<file path="src/hw/rtl/fip_pkg.sv">
// ----------------------------------------------------------------------------
// fip_pkg
// Shared types, constants and helpers of the identifier permutation.
// ----------------------------------------------------------------------------
package fip_pkg;

  localparam logic [31:0] RADIX_B   = 32'h0001_0000;
  localparam logic [31:0] WALK_MARK = 32'hffff_0000;

  // MurmurHash3 x86_32 mixing constants
  localparam logic [31:0] MM_C1 = 32'hcc9e_2d51;
  localparam logic [31:0] MM_C2 = 32'h1b87_3593;
  localparam logic [31:0] MM_C3 = 32'h85eb_ca6b;
  localparam logic [31:0] MM_C4 = 32'hc2b2_ae35;
  localparam logic [31:0] MM_LEN = 32'd2;

  localparam logic [31:0] ROUND_SEED [4] = '{
    32'h4b38_7af7, 32'h85bc_ae01, 32'hee28_1300, 32'hb76d_5eed
  };

  // Halves of the Feistel state; the walk pass can push a half to 0x10001.
  typedef struct packed {
    logic [16:0] left;
    logic [16:0] right;
  } fip_half_t;

  // Data that rides along with an item through the rounds.
  typedef struct packed {
    logic [63:0] id;
    logic [31:0] c1;
  } fip_side_t;

  // Split m into quotient and remainder by 0xffff, swapping at the top quotient.
  // 2^16 == 1 mod 0xffff, so m = hi * 0xffff + (hi + lo).
  function automatic fip_half_t fip_split(input logic [31:0] m);
    logic [16:0] s;
    logic [16:0] q;
    logic [15:0] r;
    fip_half_t   h;
    s = {1'b0, m[31:16]} + {1'b0, m[15:0]};
    if (s == 17'h1_fffe) begin
      q = {1'b0, m[31:16]} + 17'd2;
      r = 16'd0;
    end else if (s >= 17'h0_ffff) begin
      q = {1'b0, m[31:16]} + 17'd1;
      r = 16'(s - 17'h0_ffff);
    end else begin
      q = {1'b0, m[31:16]};
      r = s[15:0];
    end
    if (q == 17'h0_ffff) begin
      h.left  = {1'b0, r};
      h.right = 17'h0_ffff;
    end else begin
      h.left  = q;
      h.right = {1'b0, r};
    end
    return h;
  endfunction

  // right * 0xffff + left; both halves hold 16-bit values after the rounds.
  function automatic logic [31:0] fip_join(input fip_half_t h);
    return {h.right[15:0], 16'h0000} - {16'h0000, h.right[15:0]}
           + {16'h0000, h.left[15:0]};
  endfunction

endpackage

</file>
<file path="src/hw/rtl/fip_round.sv">
// ----------------------------------------------------------------------------
// fip_round
// One Feistel round: a two-byte MurmurHash3 in four multiply stages and a
// modular combine stage. Five register stages, one item per cycle while en_i is high.
// ----------------------------------------------------------------------------
module fip_round
  import fip_pkg::*;
(
  input  logic      clk_i,
  input  logic      rst_ni,
  input  logic      en_i,
  input  logic [1:0] rnd_i,
  input  logic      valid_i,
  input  fip_half_t half_i,
  input  fip_side_t side_i,
  output logic      valid_o,
  output fip_half_t half_o,
  output fip_side_t side_o
);

  logic [4:0]      vld_q;
  fip_half_t [4:0] half_q;
  fip_side_t [4:0] side_q;
  logic [31:0]     p1_q, p2_q, p3_q, p4_q;

  logic [31:0] p1_d, p2_d, p3_d, p4_d;
  logic [31:0] k2, h3, h3x, h4, f;
  logic [16:0] fs;
  logic [15:0] ft, fm;
  logic [17:0] x;
  logic [15:0] tmp;
  fip_half_t   half_d;

  always_comb begin
    p1_d = {16'h0000, half_i.left[15:0]} * MM_C1;
    k2   = {p1_q[16:0], p1_q[31:17]};
    p2_d = k2 * MM_C2;
    h3   = ROUND_SEED[rnd_i] ^ p2_q ^ MM_LEN;
    h3x  = h3 ^ (h3 >> 16);
    p3_d = h3x * MM_C3;
    h4   = p3_q ^ (p3_q >> 13);
    p4_d = h4 * MM_C4;
    f    = p4_q ^ (p4_q >> 16);

    // f mod 0xffff by end-around fold
    fs = {1'b0, f[31:16]} + {1'b0, f[15:0]};
    ft = fs[15:0] + {15'd0, fs[16]};
    fm = (ft == 16'hffff) ? 16'h0000 : ft;
    x  = {1'b0, half_q[3].right} + 18'h0_ffff - {2'b00, fm};

    if (rnd_i[0]) begin
      if (x >= 18'h1_fffe) begin
        tmp = 16'(x - 18'h1_fffe);
      end else if (x >= 18'h0_ffff) begin
        tmp = 16'(x - 18'h0_ffff);
      end else begin
        tmp = x[15:0];
      end
    end else begin
      tmp = half_q[3].right[15:0] - f[15:0];
    end
    half_d.left  = {1'b0, tmp};
    half_d.right = half_q[3].left;
  end

  always_ff @(posedge clk_i or negedge rst_ni) begin
    if (!rst_ni) begin
      vld_q <= '0;
    end else if (en_i) begin
      vld_q <= {vld_q[3:0], valid_i};
    end
  end

  always_ff @(posedge clk_i) begin
    if (en_i) begin
      half_q <= {half_d, half_q[2:0], half_i};
      side_q <= {side_q[3:0], side_i};
      p1_q   <= p1_d;
      p2_q   <= p2_d;
      p3_q   <= p3_d;
      p4_q   <= p4_d;
    end
  end

  assign valid_o = vld_q[4];
  assign half_o  = half_q[4];
  assign side_o  = side_q[4];

  a_odd_reduced: assert property (@(posedge clk_i) disable iff (!rst_ni)
    vld_q[4] && rnd_i[0] |-> half_q[4].left < 17'h0_ffff)
    else $error("odd round result not reduced below 0xffff");

  a_right_range: assert property (@(posedge clk_i) disable iff (!rst_ni)
    vld_q[4] |-> half_q[4].right <= 17'h1_0001)
    else $error("round right half out of range");

endmodule
</file>
<file path="config.mk">
export PLATFORM = sky130hd
export DESIGN_NAME = fip_round
export DESIGN_NICKNAME = d
export VERILOG_FILES = /design/src/hw/rtl/fip_pkg.sv /design/src/hw/rtl/fip_round.sv
export SDC_FILE = /design/constraint.sdc
export NUM_CORES = 2
export LEC_CHECK = 0
export BUFFER_PORTS_ARGS = -buffer_cell sky130_fd_sc_hd__buf_4
export CAP_MARGIN = 10
export CORE_ASPECT_RATIO = 1.5
export CORE_UTILIZATION = 40
export CTS_CLUSTER_SIZE = 25
export DETAILED_ROUTE_END_ITERATION = 7
export RECOVER_POWER = 50
export SYNTH_ARGS = -nofsm -noshare
export SYNTH_HDL_FRONTEND = slang
export SYNTH_SLANG_ARGS = --single-unit
</file>
<file path="constraint.sdc">
create_clock -name clk_i -period 16.3 [get_ports clk_i]
set_input_delay 3.26 -clock clk_i [delete_from_list [all_inputs] [get_ports clk_i]]
set_output_delay 3.26 -clock clk_i [all_outputs]
set_load 0.1 [all_outputs]
</file>
==> out/results.txt <==
Worst-case register-to-register setup slack: 7.11 ns
Number of placed I/O pins: 267
Sequential area share after synthesis: 38.93%
Worst Hold Endpoint: half_o[7]
Highest-delay cell along the critical path: clkbuf_1
Met2 global-route usage: 36.05%
Clock tree root buffer cell: clkbuf_16
First-pass GRT wire length: 222,100 um
CP startpoint kind: input port
Largest net degree at the start of global routing: 164
HPWL after DPL: 124,000 um
Clock-pin slew of the registers on the worst-case setup and hold paths: 0.07 ns
DRC errors left: 0
Primary FF master, synth: edfxtp_1
Origin of the critical flop-to-flop path: p4_q[18]
Number of cells traversed by the worst hold path: 0
Classification of the worst-slack hold path: reg -> reg
Routability congestion estimate: 0.9398
Max-cap violations: 3
Number of global-route vias before repair: 36,960
Nets: 6,491
Post-route antenna net violation count: 0
Final-report setup violation count: 0
Critical path start-end classification: in -> reg
Crit path DAT: 13.04 ns
Combined area of the multi-input logic cells: 31,040 um2
Final critical-path share of the clock period: 79.71%
Die Outline Area: 151,500 um2
Layout cell share with drive strength beyond 1: 8.181%
Die height: 476.2 um
Post-synthesis sequential element count: 778
First-pass detailed-route iteration total: 5
Number of clock sinks: 778
Total of warnings raised by yosys: 0
Async set-or-reset flop fraction in the synthesized netlist: 0.6427%
Area of all sequential standard cells: 23,340 um2
Kind of end point of the critical path: register
Number of buffers on the longest clock path: 3
Busiest grt layer: met2
Worst-path fanout max: 156
Global routing usage summed across all routing layers: 19.92%
Residual overflow from global routing: 0
P&R area growth vs syn: 9.959%
Number of instances in the synthesized netlist: 4,690
Number of buffers inserted by port buffering: 265
Initial cell density of the core: 40.37%
Later-pin clock latency in the skew report: 0.70 ns
Net Count, Synth: 6,268
Outcome: finished with violations
Number of hold-repair buffers added at the cts stage: 0
Required time of the worst setup path: 16.35 ns
CTS tree: done
Unique cell type count in the Yosys netlist: 99
Worst r2r dst: half_o[25]
Time the final worst path needs with I/O delays and setup: 12.99 ns
Violations in the final reports: max-capacitance violations, max-slew violations
Initial DRC count: 1,981
Transition time of the tightest slew-check pin: 7.773 ns
Floorplan Core Area: 148,500 um2
Startpoint of the most critical hold path: half_d[7]
FF-to-FF path depth: 30
CTS resizes: 0
Wire length after detailed routing: 147,800 um
Sum of negative setup slack: 0 ns
Routed via count divided by cell count: 4.895
Worst-case clock skew: 0.03366 ns
Critical path cell sequence: clkbuf_1 > clkbuf_1
Delay of the slowest cell on the worst path: 5.57 ns
Max-slew headroom: -418.2%
Maximum level of the CTS H-tree: 3
Horizontal die dimension: 318.1 um
CP Buf/Inv Count: 2
Setup repair after global routing missed its margin: false
Number of flops mapped to enable cells by yosys: 773
Highest clock frequency the design can meet: 76.97 MHz
WL/cell: 21.42 um
Buffers inserted by post-CTS timing repair: 0
Count of vias placed by the detailed router: 33,790
GR Layer Usage met1: 21.95%
Synthesized area: 59,950 um2
Met3 GRT Util: 3.122%
Count of final hold-check violations: 0
Top cell by count, worst path: clkbuf_1
Total number of placement rows: 173
Number of clock buffers inserted by TritonCTS: 77
Final Slew Violations: 308
Number of antenna violations at the first check in global routing: 16
Synthesized area per cell: 12.78 um2
CP delay by family, top: buffers and inverters
Layout filler cell count: 13,570
==> registers in the layout, indices dropped and copies added, names as in the netlist <==
| name | count |
|---|---|
| p3_q | 32 |
| p2_q | 32 |
| half_o | 33 |
| vld_q | 5 |
| p4_q | 32 |
| half_q | 119 |
| half_d | 17 |
| p1_q | 28 |
| side_q | 384 |
| side_o | 96 |
==> final cells by class <==
| type | count | area share, % |
|---|---|---|
| sequential | 778 | 35.40 |
| clock buffer | 92 | 3.073 |
| inverter | 1202 | 6.844 |
| tap | 1925 | 3.654 |
| timing repair buffer | 292 | 3.124 |
| antenna | 3 | 0.01139 |
| clock inverter | 49 | 0.8029 |
| multi-input combinational | 2562 | 47.09 |
==> Yosys cell counts, types with 5 or more instances <==
cell,instances,area [um2]
nor3_1,34,170.2
or2_2,8,50.05
xnor2_1,231,2023
nor2b_1,14,87.58
dfrtp_1,5,125.1
o21a_1,22,165.2
or4_1,5,37.54
mux2_2,8,90.09
and2_1,13,81.33
inv_1,1202,4512
a211oi_1,19,142.6
nand2b_1,25,156.4
a21o_1,46,345.3
a31o_2,7,61.31
nand2_1,74,277.8
mux2i_1,7,70.07
edfxtp_1,773,23210
nor2_1,82,307.8
nor4_1,8,50.05
a21oi_1,99,495.5
a31oi_1,21,131.4
a211o_1,10,87.58
xor2_1,94,823.3
buf_4,132,991.0
o21bai_1,13,97.59
o31ai_1,22,165.2
o211ai_1,8,60.06
o21ai_1,7,35.03
nand3_1,46,230.2
or3_1,14,87.58
nand4_1,15,93.84
ha_1,750,9384
o21ai_0,48,240.2
and3_1,21,131.4
clkbuf_1,12,45.04
a2111oi_0,5,43.79
fa_1,692,13850
==> kinds of logic after synthesis <==
kind of cell | synth area share [%]
adder cells (fa/ha/maj) | 38.76
buffers and inverters | 9.306
flip-flops | 38.93
AO/OA/AOI/OAI | 4.441
AND/OR/NAND/NOR | 3.331
XOR/XNOR | 4.913
multiplexers | 0.3151
other | 0.006255
==> worst max path at each step <==
stage	from	slack, ns	cells after the start	endpoint
3_5_place_dp	rnd_i[0]	3.88	31	p3_q[31]
4_1_cts	rnd_i[0]	4.64	31	p3_q[31]
5_1_grt	en_i	2.13	2	side_q[70]
3_3_place_gp	rnd_i[0]	3.90	31	p3_q[31]
2_1_floorplan	rnd_i[0]	5.28	33	p3_q[26]
6_report	en_i	3.31	2	side_q[221]
==> cell usage in the layout (no fill, tap or decap), types with 14 or more instances in the layout <==
| cell type | n |
|---|---|
| a211oi_1 | 19 |
| a21o_1 | 46 |
| a21oi_1 | 99 |
| a31oi_1 | 21 |
| and3_1 | 21 |
| buf_4 | 153 |
| clkbuf_1 | 55 |
| clkbuf_16 | 79 |
| clkbuf_4 | 95 |
| clkinv_1 | 20 |
| edfxtp_1 | 773 |
| fa_1 | 692 |
| ha_1 | 750 |
| inv_1 | 1202 |
| nand2_1 | 74 |
| nand2b_1 | 25 |
| nand3_1 | 46 |
| nand4_1 | 15 |
| nor2_1 | 82 |
| nor2b_1 | 14 |
| nor3_1 | 34 |
| o21a_1 | 22 |
| o21ai_0 | 48 |
| o31ai_1 | 22 |
| or3_1 | 14 |
| xnor2_1 | 231 |
| xor2_1 | 93 |
==> per-layer routing <==
metal / part of all wire [%] / up-vias / routed length [um]
met5: 0.070 / - / 103
met4: 6.3 / 16 / 9290
met3: 4.6 / 318 / 6746
met2: 52 / 804 / 76680
met1: 37 / 17000 / 55010
li1: - / 15650 / -
==> metrics by stage <==
stage	setup slack (ns)	hold WS [ns]	instances	area, um2	util [%]
2_1_floorplan	5.275	0.4003	4690	59950	-
3_3_place_gp	3.897	0.4002	6759	63540	42.79
3_5_place_dp	3.883	0.4045	6759	63540	42.79
4_1_cts	4.642	0.3994	6900	66090	44.51
5_1_grt	2.125	0.4108	6901	65920	44.39
6_report	3.307	0.4043	6903	65920	44.39
Power is not shown: default switching activity piles up to over one toggle a cycle in this logic, so the estimate is an artifact.
